<file path="src/design/lkv_pkg.sv">
// ----------------------------------------------------------------------------
// lkv_pkg: shared types and constants for the LRU key/value cache
// Request and response records, command codes and register defaults.
// ----------------------------------------------------------------------------
package lkv_pkg;

  localparam int KEY_W = 32;
  localparam int VAL_W = 32;
  localparam int CAP_W = 5;

  localparam logic CMD_GET = 1'b0;
  localparam logic CMD_PUT = 1'b1;

  localparam logic [CAP_W-1:0] CAP_RESET  = 5'd16;
  localparam logic [VAL_W-1:0] MISS_VALUE = '1;

  typedef struct packed {
    logic                    cmd;
    logic signed [KEY_W-1:0] key;
    logic signed [VAL_W-1:0] value;
  } req_t;

  typedef struct packed {
    logic                    hit;
    logic signed [VAL_W-1:0] read_value;
  } rsp_t;

endpackage

</file>
<file path="src/design/lkv_store.sv">
// ----------------------------------------------------------------------------
// lkv_store: entry array with parallel key compare and recency ranks
// Resolves one request per cycle and commits the entry update on fire.
// ----------------------------------------------------------------------------
module lkv_store import lkv_pkg::*; #(
  parameter int MAX_ENTRIES = 16
) (
  input  logic             clk,
  input  logic             rst_n,
  input  logic [CAP_W-1:0] cap,
  input  req_t             req,
  input  logic             fire,
  output rsp_t             rsp
);

  localparam int RK_W  = (MAX_ENTRIES > 1) ? $clog2(MAX_ENTRIES) : 1;
  localparam int CNT_W = $clog2(MAX_ENTRIES + 1);

  logic [KEY_W-1:0] key_r  [MAX_ENTRIES];
  logic [VAL_W-1:0] val_r  [MAX_ENTRIES];
  logic [RK_W-1:0]  rank_r [MAX_ENTRIES];
  logic [CNT_W-1:0] count_r, count_nxt;

  logic [MAX_ENTRIES-1:0] valid_vec, hit_vec, oldest_vec, free_vec, tgt_vec;
  logic [CNT_W-1:0]       count_m1;
  logic [CAP_W-1:0]       eff_cap;
  logic                   found, is_put, insert, touch, full;
  logic [RK_W-1:0]        hit_rank;
  logic [VAL_W-1:0]       hit_val;

  // Entries never leave, so the valid entries are always slots 0 .. count-1
  // and their ranks are a permutation of 0 .. count-1.
  assign count_m1 = count_r - CNT_W'(1);

  for (genvar i = 0; i < MAX_ENTRIES; i++) begin : g_cmp
    assign valid_vec[i]  = count_r > CNT_W'(i);
    assign hit_vec[i]    = valid_vec[i] && (key_r[i] == req.key);
    assign oldest_vec[i] = valid_vec[i] && (rank_r[i] == count_m1[RK_W-1:0]);
    assign free_vec[i]   = count_r == CNT_W'(i);
  end

  // At most one entry matches: combine rank and value by OR.
  always_comb begin
    hit_rank = '0;
    hit_val  = '0;
    for (int i = 0; i < MAX_ENTRIES; i++) begin
      hit_rank = hit_rank | (rank_r[i] & {RK_W{hit_vec[i]}});
      hit_val  = hit_val  | (val_r[i]  & {VAL_W{hit_vec[i]}});
    end
  end

  assign found   = |hit_vec;
  assign is_put  = req.cmd == CMD_PUT;
  assign eff_cap = (cap == '0) ? CAP_W'(1) : cap;
  assign full    = (count_r == CNT_W'(MAX_ENTRIES)) ||
                   ({{CAP_W{1'b0}}, count_r} >= {{CNT_W{1'b0}}, eff_cap});
  assign insert  = fire && is_put && !found;
  assign touch   = fire && found;
  assign tgt_vec = found ? hit_vec : (full ? oldest_vec : free_vec);

  always_comb begin
    count_nxt = count_r;
    if (insert && !full) begin
      count_nxt = count_r + CNT_W'(1);
    end
  end

  always_ff @(posedge clk) begin
    if (!rst_n) begin
      count_r <= '0;
    end else begin
      count_r <= count_nxt;
    end
  end

  for (genvar i = 0; i < MAX_ENTRIES; i++) begin : g_entry
    logic            age;
    logic [RK_W-1:0] rank_nxt;

    // Hit: age the newer entries. Insert: age every other valid entry.
    assign age = (touch && valid_vec[i] && !hit_vec[i] && (rank_r[i] < hit_rank)) ||
                 (insert && valid_vec[i] && !tgt_vec[i]);

    always_comb begin
      rank_nxt = rank_r[i];
      if ((touch || insert) && tgt_vec[i]) begin
        rank_nxt = '0;
      end else if (age) begin
        rank_nxt = rank_r[i] + RK_W'(1);
      end
    end

    always_ff @(posedge clk) begin
      if (!rst_n) begin
        rank_r[i] <= '0;
      end else begin
        rank_r[i] <= rank_nxt;
      end
    end

    always_ff @(posedge clk) begin
      if (insert && tgt_vec[i]) begin
        key_r[i] <= req.key;
      end
      if (fire && is_put && tgt_vec[i]) begin
        val_r[i] <= req.value;
      end
    end
  end

  always_comb begin
    rsp.hit = found;
    if (is_put) begin
      rsp.read_value = '0;
    end else if (found) begin
      rsp.read_value = hit_val;
    end else begin
      rsp.read_value = MISS_VALUE;
    end
  end

endmodule

</file>
<file path="src/design/lru_key_value_cache.sv">
// ----------------------------------------------------------------------------
// lru_key_value_cache: fully associative key/value cache, LRU replacement
// Input register, single-pass lookup/update, registered response.
// ----------------------------------------------------------------------------
// Usage:
//   in_*  : request stream. in_tuser is the command (0 get, 1 put),
//           in_tdata carries key and value.
//   out_* : one response per request, in order. out_tuser is the hit flag,
//           out_tdata the read value (stored value on get hit, -1 on get
//           miss, 0 for put).
//   cfg_* : capacity register, for the user to write only while the cache is idle; the block does not enforce it.
// out_tvalid rises once the accepted request has passed from the request
// register into the response register. One request is accepted per cycle
// while the response register can advance; the key compare against all
// entries and the rank update both complete combinationally between the
// request register and the response register.
// Reset empties the cache and sets capacity to 16. When the receiver stalls
// the response holds, one more request is held in the request register,
// and in_tready drops after that.
// ----------------------------------------------------------------------------
module lru_key_value_cache import lkv_pkg::*; #(
  parameter int MAX_ENTRIES = 16
) (
  input  logic             clk,
  input  logic             rst_n,
  input  logic             in_tvalid,
  output logic             in_tready,
  input  logic [63:0]      in_tdata,   // [31:0] key, [63:32] value
  input  logic [0:0]       in_tuser,   // [0] cmd
  output logic             out_tvalid,
  input  logic             out_tready,
  output logic [31:0]      out_tdata,  // [31:0] read_value
  output logic [0:0]       out_tuser,  // [0] hit
  input  logic             cfg_we,
  input  logic [CAP_W-1:0] cfg_wdata
);

  logic             in_vld_r, in_vld_nxt;
  req_t             in_req_r;
  logic             out_vld_r, out_vld_nxt;
  rsp_t             out_rsp_r;
  rsp_t             rsp;
  logic [CAP_W-1:0] cap_r;
  logic             advance, in_fire;

  assign advance   = in_vld_r && (!out_vld_r || out_tready);
  assign in_tready = !in_vld_r || advance;
  assign in_fire   = in_tvalid && in_tready;

  always_comb begin
    in_vld_nxt = in_vld_r;
    if (in_fire) begin
      in_vld_nxt = 1'b1;
    end else if (advance) begin
      in_vld_nxt = 1'b0;
    end
    out_vld_nxt = out_vld_r;
    if (advance) begin
      out_vld_nxt = 1'b1;
    end else if (out_tready) begin
      out_vld_nxt = 1'b0;
    end
  end

  always_ff @(posedge clk) begin
    if (!rst_n) begin
      in_vld_r  <= 1'b0;
      out_vld_r <= 1'b0;
      cap_r     <= CAP_RESET;
    end else begin
      in_vld_r  <= in_vld_nxt;
      out_vld_r <= out_vld_nxt;
      if (cfg_we) begin
        cap_r <= cfg_wdata;
      end
    end
  end

  // Hold the request until the response stage is free.
  always_ff @(posedge clk) begin
    if (in_fire) begin
      in_req_r.cmd   <= in_tuser[0];
      in_req_r.key   <= in_tdata[31:0];
      in_req_r.value <= in_tdata[63:32];
    end
    if (advance) begin
      out_rsp_r <= rsp;
    end
  end

  lkv_store #(
    .MAX_ENTRIES (MAX_ENTRIES)
  ) u_store (
    .clk   (clk),
    .rst_n (rst_n),
    .cap   (cap_r),
    .req   (in_req_r),
    .fire  (advance),
    .rsp   (rsp)
  );

  assign out_tvalid = out_vld_r;
  assign out_tdata  = out_rsp_r.read_value;
  assign out_tuser  = out_rsp_r.hit;

endmodule
</file>
<file path="config.mk">
export PLATFORM = sky130hd
export DESIGN_NAME = lru_key_value_cache
export DESIGN_NICKNAME = d
export VERILOG_FILES = /design/src/design/lkv_pkg.sv /design/src/design/lkv_store.sv /design/src/design/lru_key_value_cache.sv
export SDC_FILE = /design/constraint.sdc
export NUM_CORES = 2
export LEC_CHECK = 0
export BUFFER_PORTS_ARGS = -buffer_cell sky130_fd_sc_hd__buf_2
export CAP_MARGIN = 10
export CORE_UTILIZATION = 55
export DETAILED_ROUTE_END_ITERATION = 7
export GPL_TIMING_DRIVEN = 0
export PLACE_DENSITY = 0.83
export SYNTH_ARGS = -nofsm -noshare
export SYNTH_HDL_FRONTEND = slang
export SYNTH_SLANG_ARGS = --single-unit
</file>
<file path="constraint.sdc">
create_clock -name clk -period 12.25 [get_ports clk]
set_input_delay 3.675 -clock clk [delete_from_list [all_inputs] [get_ports clk]]
set_output_delay 3.675 -clock clk [all_outputs]
set_load 0.005 [all_outputs]
</file>
==> summary.md <==
| Metric | Value |
|---|---|
| Tightest Hold Check Type | `register to register` |
| Die width | `between 300 and 400 µm` |
| Num rows | `111` |
| Seq cells post-synth | `around 1.2k` |
| Bufs on Longest Clock Path | `3` |
| Final Max Tran Viols | `8` |
| Post-route setup TNS | `0 ns` |
| Most common cell in the synthesized netlist | `edfxtp_1` |
| Max IR drop VDD | `between 0.0001 and 0.00015 V` |
| Final ANT Viol Nets | `0` |
| Combinational Power Share | `around 4.5%` |
| Met3 Use GR | `~14%` |
| Status | `complete, but fails checks` |
| Worst Max-Slew Pin Slew | `1.51 ns` |
| Mapped Area | `between 0.05 and 0.06 mm²` |
| Post-synth top flop | `edfxtp_1` |
| Final period util | `between 70 and 80%` |
| RSZ-0062 raised after global routing | `false` |
| Yosys cell types | `94` |
| LEAKAGE | `approximately 18 nW` |
| Commonest cells in the netlist | `1,122 x edfxtp_1, 481 x xnor2_1, 206 x nand4_1, 158 x nor2_1, 116 x xor2_1` |
| GR peak layer | `met2` |
| Post-Syn Nets | `3,660` |
| Setup violators final | `0` |
| Syn. warnings | `0` |
| Post-synth EDFFs | `~1.1k` |
| Total routed wirelength | `between 150 and 200 mm` |
| Antenna violations before repair | `9` |
| Pwr dens | `about 140 mW/mm²` |
| Post-synth top area cell | `edfxtp_1` |
| Max-Cap Viols | `1` |
| Syn Area/Cell | `approximately 15 µm²` |
| Register area share after synthesis | `between 60% and 70%` |
| Setup crit end kind | `register` |
| Initial DRC count | `roughly 7.1k` |
| # clock sinks | `1,198` |
| First-pass GRT wire length | `roughly 240 mm` |
| Net Sw Frac | `between 20% and 30%` |
| Mapped Cells | `3,542` |
| Failing checks | `max-capacitance violations, max-slew violations` |
| Fin Clk Skew | `0.0355 ns` |
| CTS tree | `built` |
| Sequential power share | `55.3%` |
| Post-detailed-route wirelength per cell | `roughly 34 µm` |
| Global-route met2 utilization | `52.2%` |
| Int Pwr | `0.00644 W` |
| Die area | `about 0.095 mm²` |
| Vias in the first global route | `34.8k` |
| I/O pins | `110` |
| Rel. slew slack | `-1.08%` |
| Post-cts resize count | `0` |
| Yosys top cell area share | `approximately two thirds` |
| All-Layer GR Usage | `36.2%` |
| Gp weighted congestion | `1.07` |
| Clock root buffer | `clkbuf_16` |
| Die Ht | `~300 µm` |
| # DRC | `0` |
| Pre-CTS setup slack | `approximately 3.6 ns` |
| CP startpoint kind | `register` |
| Fin nets | `3,916` |
| Critical path class | `register to register` |
| Area growth syn-to-layout | `12.4%` |
| Largest net degree at the start of global routing | `60` |
| Clock power frac | `40.1%` |
| Setup Fix Bufs, Post-CTS | `0` |
| Grt total ovfl | `0` |
| # hold bufs at CTS | `0` |
| Fmax | `0.109 GHz` |
| Ranking of synthesized cells by area | `edfxtp_1 65%, xnor2_1 8.2%, dfxtp_1 2.9%, nand4_1 2.5%, xor2_1 2.0%` |
| Max FO, Critical Path | `17` |
| Fin crit period | `9.18 ns` |
| Vias | `36.3k` |
| Hold Crit Depth | `2` |
| Fill count | `6,424` |
| PortBufs | `108` |
| Reg clk slew, reported paths | `about 0.070 ns` |
| CTS buffer count | `113` |
| Starting Density | `a little under three fifths` |
| Async set-or-reset flop fraction in the synthesized netlist | `0%` |
| Via-to-Cell Ratio | `between 7 and 8` |
| Share of post-route cells with drive strength above 1 | `a little under an eighth` |
| Worst Path Required | `12.90 ns` |
| Clock Latency Late Sink | `0.74 ns` |
| Pre-Repair DR Iteration Count | `8` |
| Post-DP HPWL | `around 110 mm` |
| Final core utilization | `approximately 63%` |
| Final worst setup slack | `3.07 ns` |
| Core Box Area | `just over 0.09 mm²` |
| Net Sw Power | `0.00188 W` |
| Met1 Use GR | `a little under half` |
| CP arrival | `~10 ns` |
| Reg2Reg Depth | `18` |
| Hold Vio Cnt, Final | `0` |
| H-tree levels | `3` |
power by group through the flow:
stage,clock network (W),registers (W),logic (W)
after floorplan,0,0.00463,0.000219
after global placement,0,0.00468,0.000337
after detailed placement,0,0.00468,0.000353
after CTS,0.00331,0.00460,0.000357
after global routing,0.00346,0.00460,0.000388
final,0.00334,0.00460,0.000378
worst max-delay path: stages, from the launching register on:
cell	delay, ns
edfxtp_1	1.26
buf_2	0.59
buf_2	0.57
xnor2_1	0.19
nand4_1	0.17
nor4_1	1.08
and3_1	0.30
clkbuf_1	0.88
buf_1	0.90
clkbuf_1	0.91
a22oi_1	0.21
nand3_1	0.16
nor2_2	0.07
buf_8	0.18
ha_1	0.22
or3_1	0.40
a2111o_1	0.36
a2111oi_2	0.40
mux2i_1	0.22
metal layers:
layer,vias up,routed length [µm]
met5,-,86
met4,10,11900
met3,836,31000
met2,3793,73700
met1,17300,57700
li1,14300,-
final timing paths:
check,start,to,slack (ns)
setup / recovery,in_req_r[62],u_store.rank_r[1][19],3.07
hold reg to reg,cap_r[3],cap_r[3],0.53
hold / removal,cap_r[3],cap_r[3],0.53
setup reg to reg,in_req_r[62],u_store.rank_r[1][19],3.07
metrics by stage:
step	hold WS (ns)	std cells	total power [W]	cell area [µm²]
after detailed placement	0.517	4919	0.00503	54500
after CTS	0.532	5127	0.00827	57900
after floorplan	0.483	3542	0.00485	51600
after global routing	0.561	5134	0.00844	58000
after global placement	0.495	4893	0.00502	53700
final	0.526	5136	0.00832	58000
layout make-up:
type,instances,area (µm²),area share (%)
multi-input cells,2109,15600,26.9
well taps,1243,1560,2.68
clock buffers,158,3080,5.31
diodes,2,5.00,0.00863
flip-flops and latches,1198,35200,60.7
inverters,31,116,0.201
clock inverters,50,334,0.576
repair buffers,141,1170,2.02
plain buffers,204,926,1.60
state kept, by name (all words and copies together) (netlist names):
| name | count |
|---|---|
| cap_r | 5 |
| in_req_r | 65 |
| in_vld_r | 1 |
| out_tdata | 32 |
| out_tuser | 1 |
| out_tvalid | 1 |
| u_store.count_r | 5 |
| u_store.key_r | 512 |
| u_store.rank_r | 64 |
| u_store.val_r | 512 |
cell families (layout without fill, tap and decap cells):
family / after synthesis / in the layout / share of synthesized area, %
adders and majority gates: 45 / 45 / 1.09
AOI/OAI and AO/OA: 574 / 574 / 8.54
DFF: 1198 / 1198 / 68.3
muxes: 31 / 31 / 0.604
other: 0 / 2 / 0
and+or+nand+nor: 861 / 861 / 9.32
buffers and inverters: 235 / 584 / 2.02
xor gates and xnor gates: 598 / 598 / 10.2
placed cells by master (no fill, tap or decap), types with 96 or more instances in the layout:
cell type | synthesis | final
a22o_1 | 96 | 96
buf_2 | 63 | 172
clkbuf_1 | 105 | 143
clkbuf_16 | 0 | 114
edfxtp_1 | 1122 | 1122
nand3_1 | 104 | 104
nand4_1 | 206 | 206
nor2_1 | 158 | 135
xnor2_1 | 481 | 481
xor2_1 | 116 | 116
Note: power is estimated with default switching activity, not from simulation.
